[src/rtl/swlv_pkg.sv]
// Shared types and constants of the sliding window label vote unit.
package swlv_pkg;

    localparam int WINDOW_LEN  = 30;
    localparam int LABEL_W     = 4;
    localparam int LABEL_COUNT = 1 << LABEL_W;
    localparam int SCORE_W     = 17;
    localparam int SCORE_ONE   = 65536;
    localparam int VOTES_W     = 5;
    localparam int QUEUE_DEPTH = 4;

    localparam int SLOT_W  = $clog2(WINDOW_LEN);
    localparam int FILL_W  = $clog2(WINDOW_LEN + 1);
    localparam int CNT_W   = $clog2(WINDOW_LEN + 1);
    localparam int SUM_W   = $clog2(WINDOW_LEN * SCORE_ONE + 1);
    localparam int PROD_W  = SCORE_W + CNT_W;
    localparam int QPTR_W  = $clog2(QUEUE_DEPTH);
    localparam int QCNT_W  = $clog2(QUEUE_DEPTH + 1);

    localparam int IN_DATA_W  = ((LABEL_W + SCORE_W + 7) / 8) * 8;
    localparam int OUT_DATA_W = ((LABEL_W + 7) / 8) * 8;
    localparam int CFG_IDX_W  = 8;

    localparam logic [SCORE_W-1:0] THRESH_RESET = SCORE_W'(55706);
    localparam logic [VOTES_W-1:0] VOTES_RESET  = VOTES_W'(25);

    // configuration register indexes
    localparam logic [CFG_IDX_W-1:0] CFG_SCORE_THRESHOLD = CFG_IDX_W'(0);
    localparam logic [CFG_IDX_W-1:0] CFG_MIN_VOTES       = CFG_IDX_W'(1);

    typedef struct packed {
        logic [LABEL_W-1:0] label;
        logic [SCORE_W-1:0] score;
    } t_item;

endpackage

[src/rtl/swlv_front.sv]
// Input stage: takes classifier results, saturates the score, registers the item.
module swlv_front
    import swlv_pkg::*;
(
    input  logic                 i_clk,
    input  logic                 i_rst_n,
    input  logic                 i_valid,
    output logic                 o_ready,
    input  logic [LABEL_W-1:0]   i_label,
    input  logic [SCORE_W-1:0]   i_score,
    output logic                 o_valid,
    input  logic                 i_ready,
    output t_item                o_item
);

    logic  r_valid;
    logic  n_valid;
    t_item r_item;
    t_item w_item;

    assign o_ready = !r_valid || i_ready;
    assign o_valid = r_valid;
    assign o_item  = r_item;

    always_comb begin
        w_item.label = i_label;
        // scores above 1.0 are clipped so the per-label sums stay bounded
        w_item.score = (i_score > SCORE_W'(SCORE_ONE)) ? SCORE_W'(SCORE_ONE) : i_score;
        n_valid = r_valid;
        if (i_valid && o_ready) begin
            n_valid = 1'b1;
        end else if (i_ready) begin
            n_valid = 1'b0;
        end
    end

    always_ff @(posedge i_clk) begin
        if (!i_rst_n) begin
            r_valid <= 1'b0;
        end else begin
            r_valid <= n_valid;
        end
    end

    always_ff @(posedge i_clk) begin
        if (i_valid && o_ready) begin
            r_item <= w_item;
        end
    end

endmodule

[src/rtl/swlv_queue.sv]
// Short FIFO between the input stage and the vote engine.
module swlv_queue
    import swlv_pkg::*;
(
    input  logic   i_clk,
    input  logic   i_rst_n,
    input  logic   i_push,
    input  t_item  i_item,
    output logic   o_ready,
    output logic   o_valid,
    output t_item  o_item,
    input  logic   i_pop
);

    t_item             r_mem [QUEUE_DEPTH];
    logic [QPTR_W-1:0] r_wr_ptr;
    logic [QPTR_W-1:0] r_rd_ptr;
    logic [QCNT_W-1:0] r_count;
    logic [QPTR_W-1:0] n_wr_ptr;
    logic [QPTR_W-1:0] n_rd_ptr;
    logic [QCNT_W-1:0] n_count;
    logic              w_push;
    logic              w_pop;

    assign o_ready = (r_count != QCNT_W'(QUEUE_DEPTH));
    assign o_valid = (r_count != '0);
    assign o_item  = r_mem[r_rd_ptr];
    assign w_push  = i_push && o_ready;
    assign w_pop   = i_pop && o_valid;

    always_comb begin
        n_wr_ptr = r_wr_ptr;
        n_rd_ptr = r_rd_ptr;
        n_count  = r_count;
        if (w_push) begin
            n_wr_ptr = (r_wr_ptr == QPTR_W'(QUEUE_DEPTH - 1)) ? '0 : r_wr_ptr + 1'b1;
        end
        if (w_pop) begin
            n_rd_ptr = (r_rd_ptr == QPTR_W'(QUEUE_DEPTH - 1)) ? '0 : r_rd_ptr + 1'b1;
        end
        if (w_push && !w_pop) begin
            n_count = r_count + 1'b1;
        end else if (w_pop && !w_push) begin
            n_count = r_count - 1'b1;
        end
    end

    always_ff @(posedge i_clk) begin
        if (!i_rst_n) begin
            r_wr_ptr <= '0;
            r_rd_ptr <= '0;
            r_count  <= '0;
        end else begin
            r_wr_ptr <= n_wr_ptr;
            r_rd_ptr <= n_rd_ptr;
            r_count  <= n_count;
        end
    end

    always_ff @(posedge i_clk) begin
        if (w_push) begin
            r_mem[r_wr_ptr] <= i_item;
        end
    end

endmodule

[src/rtl/swlv_back.sv]
// Vote engine: window store, per-label histograms, argmax, threshold test, result register.
module swlv_back
    import swlv_pkg::*;
(
    input  logic                  i_clk,
    input  logic                  i_rst_n,
    input  logic                  i_cfg_valid,
    input  logic [CFG_IDX_W-1:0]  i_cfg_index,
    input  logic [SCORE_W-1:0]    i_cfg_data,
    input  logic                  i_valid,
    output logic                  o_pop,
    input  t_item                 i_item,
    output logic                  o_valid,
    input  logic                  i_ready,
    output logic                  o_recognized,
    output logic [LABEL_W-1:0]    o_label
);

    logic [SCORE_W-1:0] r_thresh;
    logic [VOTES_W-1:0] r_min_votes;

    logic [LABEL_W-1:0] r_win_lab [WINDOW_LEN];
    logic [SCORE_W-1:0] r_win_sc  [WINDOW_LEN];
    logic [FILL_W-1:0]  r_fill;
    logic [SLOT_W-1:0]  r_oldest;
    logic [CNT_W-1:0]   r_cnt [LABEL_COUNT];
    logic [SUM_W-1:0]   r_sum [LABEL_COUNT];
    logic [CNT_W-1:0]   n_cnt [LABEL_COUNT];
    logic [SUM_W-1:0]   n_sum [LABEL_COUNT];

    logic               r_out_valid;
    logic               r_out_rec;
    logic [LABEL_W-1:0] r_out_lab;

    logic               w_fire;
    logic               w_filling;
    logic [LABEL_W-1:0] w_old_lab;
    logic [SCORE_W-1:0] w_old_sc;
    logic [SLOT_W-1:0]  w_slot;

    // argmax tree, heap order: node n has children 2n and 2n+1
    logic [CNT_W-1:0]   w_tree_cnt [1:2*LABEL_COUNT-1];
    logic [LABEL_W-1:0] w_tree_idx [1:2*LABEL_COUNT-1];
    logic [CNT_W-1:0]   w_best_cnt;
    logic [LABEL_W-1:0] w_best;
    logic [SUM_W-1:0]   w_best_sum;
    logic [PROD_W-1:0]  w_need;
    logic               w_hit;

    assign w_fire    = i_valid && (!r_out_valid || i_ready);
    assign o_pop     = w_fire;
    assign w_filling = (r_fill != FILL_W'(WINDOW_LEN));
    assign w_old_lab = r_win_lab[r_oldest];
    assign w_old_sc  = r_win_sc[r_oldest];
    assign w_slot    = w_filling ? r_fill[SLOT_W-1:0] : r_oldest;

    always_comb begin
        for (int i = 0; i < LABEL_COUNT; i++) begin
            logic w_inc;
            logic w_dec;
            w_inc = (i_item.label == LABEL_W'(i));
            w_dec = !w_filling && (w_old_lab == LABEL_W'(i));
            n_cnt[i] = r_cnt[i] + CNT_W'(w_inc) - CNT_W'(w_dec);
            n_sum[i] = r_sum[i] + (w_inc ? SUM_W'(i_item.score) : '0)
                                - (w_dec ? SUM_W'(w_old_sc) : '0);
        end
    end

    always_comb begin
        for (int i = 0; i < LABEL_COUNT; i++) begin
            w_tree_cnt[LABEL_COUNT + i] = n_cnt[i];
            w_tree_idx[LABEL_COUNT + i] = LABEL_W'(i);
        end
        // right child wins only on a strictly larger count: lowest index wins ties
        for (int n = LABEL_COUNT - 1; n >= 1; n--) begin
            if (w_tree_cnt[2*n+1] > w_tree_cnt[2*n]) begin
                w_tree_cnt[n] = w_tree_cnt[2*n+1];
                w_tree_idx[n] = w_tree_idx[2*n+1];
            end else begin
                w_tree_cnt[n] = w_tree_cnt[2*n];
                w_tree_idx[n] = w_tree_idx[2*n];
            end
        end
        w_best_cnt = w_tree_cnt[1];
        w_best     = w_tree_idx[1];
    end

    assign w_best_sum = n_sum[w_best];
    assign w_need     = PROD_W'(r_thresh) * PROD_W'(w_best_cnt);
    assign w_hit      = !w_filling && (w_best_cnt != '0)
                        && (CNT_W'(w_best_cnt) >= CNT_W'(r_min_votes))
                        && (PROD_W'(w_best_sum) >= w_need);

    always_ff @(posedge i_clk) begin
        if (!i_rst_n) begin
            r_thresh    <= THRESH_RESET;
            r_min_votes <= VOTES_RESET;
        end else if (i_cfg_valid) begin
            case (i_cfg_index)
                CFG_SCORE_THRESHOLD: r_thresh    <= i_cfg_data;
                CFG_MIN_VOTES:       r_min_votes <= i_cfg_data[VOTES_W-1:0];
                default: ;
            endcase
        end
    end

    always_ff @(posedge i_clk) begin
        if (!i_rst_n) begin
            r_fill   <= '0;
            r_oldest <= '0;
            for (int i = 0; i < LABEL_COUNT; i++) begin
                r_cnt[i] <= '0;
                r_sum[i] <= '0;
            end
        end else if (w_fire) begin
            if (w_hit) begin
                r_fill   <= '0;
                r_oldest <= '0;
                for (int i = 0; i < LABEL_COUNT; i++) begin
                    r_cnt[i] <= '0;
                    r_sum[i] <= '0;
                end
            end else begin
                for (int i = 0; i < LABEL_COUNT; i++) begin
                    r_cnt[i] <= n_cnt[i];
                    r_sum[i] <= n_sum[i];
                end
                if (w_filling) begin
                    r_fill <= r_fill + 1'b1;
                end else begin
                    r_oldest <= (r_oldest == SLOT_W'(WINDOW_LEN - 1)) ? '0 : r_oldest + 1'b1;
                end
            end
        end
    end

    // entries are only read after being written, so no reset here
    always_ff @(posedge i_clk) begin
        if (w_fire && !w_hit) begin
            r_win_lab[w_slot] <= i_item.label;
            r_win_sc[w_slot]  <= i_item.score;
        end
    end

    always_ff @(posedge i_clk) begin
        if (!i_rst_n) begin
            r_out_valid <= 1'b0;
        end else if (w_fire) begin
            r_out_valid <= 1'b1;
        end else if (i_ready) begin
            r_out_valid <= 1'b0;
        end
    end

    always_ff @(posedge i_clk) begin
        if (w_fire) begin
            r_out_rec <= w_hit;
            r_out_lab <= w_hit ? w_best : '0;
        end
    end

    assign o_valid      = r_out_valid;
    assign o_recognized = r_out_rec;
    assign o_label      = r_out_lab;

    a_fill_bound: assert property (@(posedge i_clk) disable iff (!i_rst_n)
        r_fill <= FILL_W'(WINDOW_LEN))
        else $error("window fill count overran the window length");

    a_oldest_idle: assert property (@(posedge i_clk) disable iff (!i_rst_n)
        w_filling |-> (r_oldest == '0))
        else $error("replacement pointer moved while the window was filling");

    a_hit_clears: assert property (@(posedge i_clk) disable iff (!i_rst_n)
        (w_fire && w_hit) |=> (r_fill == '0 && r_oldest == '0))
        else $error("window not emptied after a recognition");

    a_no_vote_fill: assert property (@(posedge i_clk) disable iff (!i_rst_n)
        (w_fire && w_filling) |=> !r_out_rec)
        else $error("recognition reported on a filling transaction");

endmodule

[src/rtl/sliding_window_label_vote_unit.sv]
// Sliding window label vote unit: top level.
// Takes one classifier result (label, score) per transaction and returns exactly one
// result per transaction. Sustained rate is one transaction per clock while the
// output side is not stalled. The accepting edge loads the input register, the item
// is then written into the queue, and the vote engine pops it from the queue and
// loads the result register. The rate is set by the vote engine, which updates all
// label histograms, picks the most frequent label and applies the count and
// average-score test for each transaction it accepts, with no busy state. A four-entry
// queue sits between the input register and the vote engine so that each side can
// stall on its own. The user must write configuration registers through the cfg
// channel only while no transaction is in flight; the block itself does not enforce
// this. The cfg channel is always ready.
module sliding_window_label_vote_unit
    import swlv_pkg::*;
(
    input  logic                   i_clk,
    input  logic                   i_rst_n,
    input  logic                   i_s_tvalid,
    output logic                   o_s_tready,
    input  logic [IN_DATA_W-1:0]   i_s_tdata,    // [3:0] label, [20:4] score, rest zero
    output logic                   o_m_tvalid,
    input  logic                   i_m_tready,
    output logic [OUT_DATA_W-1:0]  o_m_tdata,    // [3:0] recognized_label, rest zero
    output logic                   o_m_tuser,    // [0] recognized
    input  logic                   i_cfg_valid,
    output logic                   o_cfg_ready,
    input  logic [CFG_IDX_W-1:0]   i_cfg_index,
    input  logic [SCORE_W-1:0]     i_cfg_data
);

    logic               w_front_valid;
    logic               w_front_ready;
    t_item              w_front_item;
    logic               w_q_valid;
    t_item              w_q_item;
    logic               w_q_pop;
    logic               w_recognized;
    logic [LABEL_W-1:0] w_rec_label;

    assign o_cfg_ready = 1'b1;

    swlv_front u_front (
        .i_clk   (i_clk),
        .i_rst_n (i_rst_n),
        .i_valid (i_s_tvalid),
        .o_ready (o_s_tready),
        .i_label (i_s_tdata[LABEL_W-1:0]),
        .i_score (i_s_tdata[LABEL_W+SCORE_W-1:LABEL_W]),
        .o_valid (w_front_valid),
        .i_ready (w_front_ready),
        .o_item  (w_front_item)
    );

    swlv_queue u_queue (
        .i_clk   (i_clk),
        .i_rst_n (i_rst_n),
        .i_push  (w_front_valid),
        .i_item  (w_front_item),
        .o_ready (w_front_ready),
        .o_valid (w_q_valid),
        .o_item  (w_q_item),
        .i_pop   (w_q_pop)
    );

    swlv_back u_back (
        .i_clk        (i_clk),
        .i_rst_n      (i_rst_n),
        .i_cfg_valid  (i_cfg_valid && o_cfg_ready),
        .i_cfg_index  (i_cfg_index),
        .i_cfg_data   (i_cfg_data),
        .i_valid      (w_q_valid),
        .o_pop        (w_q_pop),
        .i_item       (w_q_item),
        .o_valid      (o_m_tvalid),
        .i_ready      (i_m_tready),
        .o_recognized (w_recognized),
        .o_label      (w_rec_label)
    );

    assign o_m_tdata = OUT_DATA_W'(w_rec_label);
    assign o_m_tuser = w_recognized;

endmodule

[config.mk]
export PLATFORM = sky130hd
export DESIGN_NAME = sliding_window_label_vote_unit
export DESIGN_NICKNAME = d
export VERILOG_FILES = /design/src/rtl/swlv_pkg.sv /design/src/rtl/swlv_front.sv /design/src/rtl/swlv_queue.sv /design/src/rtl/swlv_back.sv /design/src/rtl/sliding_window_label_vote_unit.sv
export SDC_FILE = /design/constraint.sdc
export NUM_CORES = 2
export LEC_CHECK = 0
export ABC_AREA = 1
export BUFFER_PORTS_ARGS = -buffer_cell sky130_fd_sc_hd__buf_4
export CELL_PAD_IN_SITES_DETAIL_PLACEMENT = 1
export CELL_PAD_IN_SITES_GLOBAL_PLACEMENT = 1
export CORE_ASPECT_RATIO = 1.2
export CORE_UTILIZATION = 52
export CTS_BUF_LIST = sky130_fd_sc_hd__clkbuf_4 sky130_fd_sc_hd__clkbuf_8
export DETAILED_ROUTE_END_ITERATION = 7
export PLACE_DENSITY_LB_ADDON = 0.1
export SYNTH_ARGS = -nofsm -noshare
export SYNTH_HDL_FRONTEND = slang
export SYNTH_SLANG_ARGS = --single-unit
[constraint.sdc]
create_clock -name i_clk -period 17.4 [get_ports i_clk]
set_input_delay 0 -clock i_clk [delete_from_list [all_inputs] [get_ports i_clk]]
set_output_delay 0 -clock i_clk [all_outputs]
set_load 0.02 [all_outputs]
### Word-level counts from Yosys, hierarchy flattened

Memories as Yosys holds them, arrays and structs flattened. A register that Yosys moved wholly into a read port is not among the register bits.
Index checks and enable logic that the tools add are counted.

| word-level totals | value |
|---|---|
| word-level logic and storage cells | 419 |
| register bits | 67 |
| memories kept | 5 |
| input port bits | 54 |
| bits in writable memories | 1130 |

| operators by class | value |
|---|---|
| muxes and demuxes | 162 |
| $add $sub $neg | 70 |
| multiply operators | 1 |
| equality and inequality tests | 37 |
| reductions and logical operators | 47 |
| order comparisons | 19 |
| bitwise logic cells | 65 |

Memories:

| name | words | width | read ports | clocked after Yosys merged registers in | wr ports | RTL line | source |
|---|---|---|---|---|---|---|---|
| u_back.r_win_sc | 30 | 17 | 1 | 1 | 1 | swlv_back.sv:23 | `logic [SCORE_W-1:0] r_win_sc [WINDOW_LEN];` |
| u_back.r_sum | 16 | 21 | 16 | 0 | 16 | swlv_back.sv:27 | `logic [SUM_W-1:0] r_sum [LABEL_COUNT];` |
| u_back.r_win_lab | 30 | 4 | 1 | 1 | 1 | swlv_back.sv:22 | `logic [LABEL_W-1:0] r_win_lab [WINDOW_LEN];` |
| u_queue.r_mem | 4 | 21 | 1 | 1 | 1 | swlv_queue.sv:15 | `t_item r_mem [QUEUE_DEPTH];` |
| u_back.r_cnt | 16 | 5 | 16 | 0 | 16 | swlv_back.sv:26 | `logic [CNT_W-1:0] r_cnt [LABEL_COUNT];` |

Operators with widths:

| kind | number |
|---|---|
| 21-bit 2-to-1 mux | 34 |
| 17-bit 2-to-1 mux | 32 |
| 21-bit adder | 16 |
| 21-bit subtractor | 16 |
| 5-bit 2-to-1 mux | 57 |
| 21-bit binary-select mux with 4-bit select | 1 |
| 5-bit by 1-bit adder with 5-bit output | 16 |
| 5-bit by 1-bit subtractor with 5-bit output | 16 |
| 5-bit greater-than comparator | 15 |
| 4-bit == test (second input constant) | 16 |
| 1-bit OR | 64 |
| 4-bit by 3-bit == test with 1-bit output (second input constant) | 8 |
| 1-bit logical AND | 26 |
| 1-bit 2-to-1 mux | 25 |
| 21-bit by 22-bit greater-or-equal comparator with 1-bit output | 1 |
| 17-bit by 5-bit multiplier with 22-bit output | 1 |
| 17-bit greater-than comparator (second input constant) | 1 |
| 4-bit by 2-bit == test with 1-bit output (second input constant) | 4 |
| 2-bit 2-to-1 mux | 8 |
| 3-bit 2-to-1 mux | 4 |
| 5-bit by 1-bit adder with 5-bit output (second input constant) | 2 |
| 4-bit by 1-bit == test with 1-bit output (second input constant) | 2 |
| 8-bit by 1-bit == test with 1-bit output (second input constant) | 1 |
| 4-bit logical NOT | 2 |
| 19 further kinds | 33 |

### Longest topological paths before layout

| logic depth | value |
|---|---|
| depth in word-level cells | 24 |
| mapped depth | 98 |

### Hierarchy

A second synthesis with hierarchy kept.

| second synthesis, totals | value |
|---|---|
| cells, all modules | 9493 |
| area total of the unflattened synthesis | 84441.0 um2 |

By module, submodules not included:

| module | seq. area each (um2) | cells each | times used | area each (um2) |
|---|---|---|---|---|
| swlv_back | 32060.7 | 9134 | 1 | 79755.2 |
| swlv_queue | 2702.6 | 274 | 1 | 3678.5 |
| swlv_front | 650.6 | 78 | 1 | 962.2 |
| sliding_window_label_vote_unit | 0.0 | 7 | 1 | 45.0 |

### Least setup slack after synthesis

No wires, ideal clock.

| timing path | value |
|---|---|
| path kind | reg2reg |
| start point | register (tool-made name) |
| end point | memory u_back.r_win_lab[28][0], enable pin |
| clock period less this slack | 15.850 ns |
| data arrival time | 15.425 ns |
| setup slack | 1.550 ns |
| setup time | 0.426 ns |
| cell stages (with the launch flop) | 90 |
| required time | 16.974 ns |
| path through | dfxtp_1 -> clkbuf_1 -> inv_1 -> clkbuf_1 -> nand2_1 -> a32oi_1 -> inv_1 -> nor2_1 -> nand2_1 -> clkinv_1 -> clkbuf_1 -> ha_1 -> inv_1 -> fa_1 -> o21ai_0 -> xnor2_1 -> inv_1 -> ha_1 -> (+54 left out) -> nand2_1 -> xnor2_1 -> ha_1 -> nand2_1 -> nor2_1 -> a211oi_1 -> nand2_1 -> nand2_1 -> nand2_1 -> nand2_1 -> nand2_1 -> nand3_1 -> nor2_1 -> nand2_8 -> nand2_2 -> buf_6 -> buf_6 -> nor3_1 |

RTL lines:

| element | RTL line |
|---|---|
| end: declaration | swlv_back.sv:22 |

==> results by group <==
Status
  – Status: complete, no violations

Yosys
  – Post-synth ARST share: 0
  – Post-Synthesis Cells: 9,334
  – Synthesized area: 83,200 µm²
  – Synthesized area per cell: 8.92 µm²
  – Synth warn: 0
  – Post-synthesis cell type count: between 50 and 60
  – Cell taking the most area after synthesis: edfxtp_1
  – Synth Flop Type: edfxtp_1
  – Top post-synthesis cells by area: edfxtp_1, ha_1, fa_1
  – Top cell type's share of synthesized area: 0.408
  – Flops & latches, synth: around 1,200
  – EDFF count, synth: 1,130
  – Top post-synthesis cells by count: inv_1, nand2_1, nor2_1, edfxtp_1, o21ai_0
  – Post-synthesis sequential area ratio: 0.425
  – Most frequent cell after synthesis: inv_1

Setup path
  – Endpoint class of the critical path: flip-flop
  – Crit path top cell by count: nand2_1
  – Worst Path Arrival: between 15 and 20 ns
  – Setup CP Type: reg -> reg
  – Worst Path Required: 18.12 ns
  – Crit-path slowest cell: dfxtp_4
  – CP Max Fanout: 48
  – Worst setup SP type: flip-flop
  – Register-to-Register Setup Slack: 1.15 ns
  – Reg2reg path depth: 86
  – Largest stage delay on the critical path: between 0.5 and 0.6 ns

Min path
  – Min-Delay Startpoint: i_rst_n
  – Hold Path Depth: 3
  – Hold crit path type: in -> reg

Clock tree
  – Clock sink total: 1,204
  – Clock Tree Buf Depth: 3
  – Total CTS buffers: 202
  – CTS Root Cell: clkbuf_8
  – Clock latency on the worst-skew pair: 1.08 ns
  – CTS tree: done
  – Reg clk slew, reported paths: 0.08 ns
  – H-tree Lvls: 4

Job
  – Maxcap violations: 0

Floorplanning
  – Ports: between 60 and 70
  – Core box area: roughly 160,000 µm²
  – Die X: 367 µm
  – Die H: 440 µm
  – Die Area: 162,000 µm²
  – Initial Utilization: 0.524
  – Row Count: 160

Finish
  – Share of post-route cells with drive strength above 1: 0.0922
  – Nets: 10,500
  – Layout area overhead: 11.5%
  – Number of standard cells in the layout, taps in and fillers out: 11,900
  – FILL cells: 18,400

Route
  – Number of routed nets with antenna violations: 0
  – DRT iter0 DRCs: 5,834
  – DR vias: 69,900
  – Vias per inst: around 6
  – WL final: a little under 300,000 µm
  – Drt wl/cell: 25.0 µm
  – TritonRoute pass-1 iters: 6
  – Remaining DRCs: 0

STA
  – Final Slew Violations: 0
  – Crit share post-route: 0.934
  – Final min period: 16.25 ns
  – Finish-stage setup viols: 0
  – Worst Tran Pin Value: about 1.4 ns
  – Fin. Hold Viols: 0
  – Skew final: approximately 0.13 ns
  – Max Clk Rate: 61.5 MHz
  – Worst relative slew slack: 0.0887

GRT
  – Vias in the first global route: 74,700
  – Total GRT Usage: 0.365
  – First-pass GRT wire length: 445,000 µm
  – Total gr overflow: 0
  – Largest net degree at the start of global routing: between 100 and 150
  – Initial antenna violation count: 11

Placement
  – Gpl congestion: between 0.9 and 1
  – Final HPWL DP: 200,000 µm
  – Port Buffer Count: 57
  – Cells after DPL: between 10,000 and 15,000
layout make-up:
cell class / count / area, µm² / share of cell area
repair buffers: 416 / 3700 / 0.0398
flip-flops and latches: 1204 / 35400 / 0.382
well taps: 2106 / 2640 / 0.0284
inverters: 1597 / 6040 / 0.0651
diodes: 8 / 20.0 / 0.000216
clock inverters: 95 / 886 / 0.00955
clock buffers: 271 / 3320 / 0.0357
repair inverters: 1 / 11.3 / 0.000121
multi-input cells: 6180 / 40800 / 0.439
final timing paths:
| kind | to |
|---|---|
| setup reg to reg | u_back.r_sum[5][19]$_SDFFCE_PN0P_ |
| hold reg to reg | u_back.r_sum[0][8]$_SDFFE_PP0P_ |
| setup / recovery | u_back.r_sum[5][19]$_SDFFCE_PN0P_ |
| hold / removal | u_back.r_thresh[4]$_SDFFE_PN1P_ |
flip-flops by register name, indices dropped and copies added, names as in the netlist, 2 cells and up, named ones only:
signal	count
u_back.r_cnt	80
u_back.r_win_sc	510
u_queue.r_wr_ptr	2
u_back.r_fill	5
u_queue.r_count	3
u_back.r_oldest	5
u_queue.r_rd_ptr	2
u_queue.r_mem	84
u_back.r_win_lab	120
u_back.r_sum	336
u_back.r_thresh	17
u_front.o_item	21
u_back.o_label	4
u_back.r_min_votes	5
routing by layer:
| metal | global-route usage | wire (µm) | vias to the layer above |
|---|---|---|---|
| li1 | - | - | 31400 |
| met1 | 0.433 | 113000 | 35200 |
| met2 | 0.617 | 143000 | 2477 |
| met5 | 0 | 46 | - |
| met4 | 0.238 | 21700 | 8 |
| met3 | 0.0563 | 18900 | 863 |
worst max-delay path, delay by kind of cell, from the launching register on:
| kind | cells | cell delay (ns) |
|---|---|---|
| and+or+nand+nor | 43 | 5.67 |
| adders and majority gates | 12 | 4.18 |
| AOI/OAI and AO/OA | 15 | 2.71 |
| buffers and inverters | 14 | 2.32 |
| DFF | 1 | 0.53 |
| xor gates and xnor gates | 2 | 0.36 |
kinds of logic after synthesis:
| kind of cell | count (synthesis) | share of synthesized area |
|---|---|---|
| XOR/XNOR | 385 | 0.0405 |
| buffers and inverters | 1953 | 0.0929 |
| AO/OA/AOI/OAI | 1573 | 0.108 |
| other | 2 | 0.0000902 |
| AND/OR/NAND/NOR | 3334 | 0.170 |
| adder cells (fa/ha/maj) | 883 | 0.163 |
| flip-flops | 1204 | 0.425 |
cell usage in the layout (no fill, tap or decap), types with 42 or more instances in the layout:
master         count
xor2_1           238
nor2_1          1158
xnor2_1          144
nand4_1           61
o221ai_1          95
o22ai_1           47
nand2_1         1249
ha_1             549
nor2_2           116
o21ai_0          637
inv_1           1561
a21oi_1          484
dfxtp_1           70
clkinv_1          65
a21boi_0          42
clkbuf_8         205
fa_1             334
o211ai_1          77
dlygate4sd3_1    115
nand3_1          548
buf_4            275
edfxtp_1        1130
clkbuf_4          66
nor3_1            43
per-stage QoR:
step                cell area (µm²)  worst slack, ns  hold slack [ns]   util  setup TNS (ns)
finish                        92800             1.15            0.155  0.585               0
global route                  92800          -0.0196            0.146  0.584         -0.0700
CTS                           92500           0.0965          0.00152  0.582               0
detailed placement            87100           -0.111            0.180  0.549          -10.72
global placement              87100            0.218            0.178  0.549               0
floorplan                     83200             1.55           0.0989      -               0
timing repair:
item,CTS,global route
setup buffers,0,14
gates cloned,0,2
pin swaps,0,2
hold buffers,115,0
endpoints found under the hold margin,111,0
setup endpoints to repair,469,1066
resized for setup,4,38
Power is left out: the tool's default activity adds up to more than one toggle a clock period on the data nets, which glitch-free logic cannot reach.
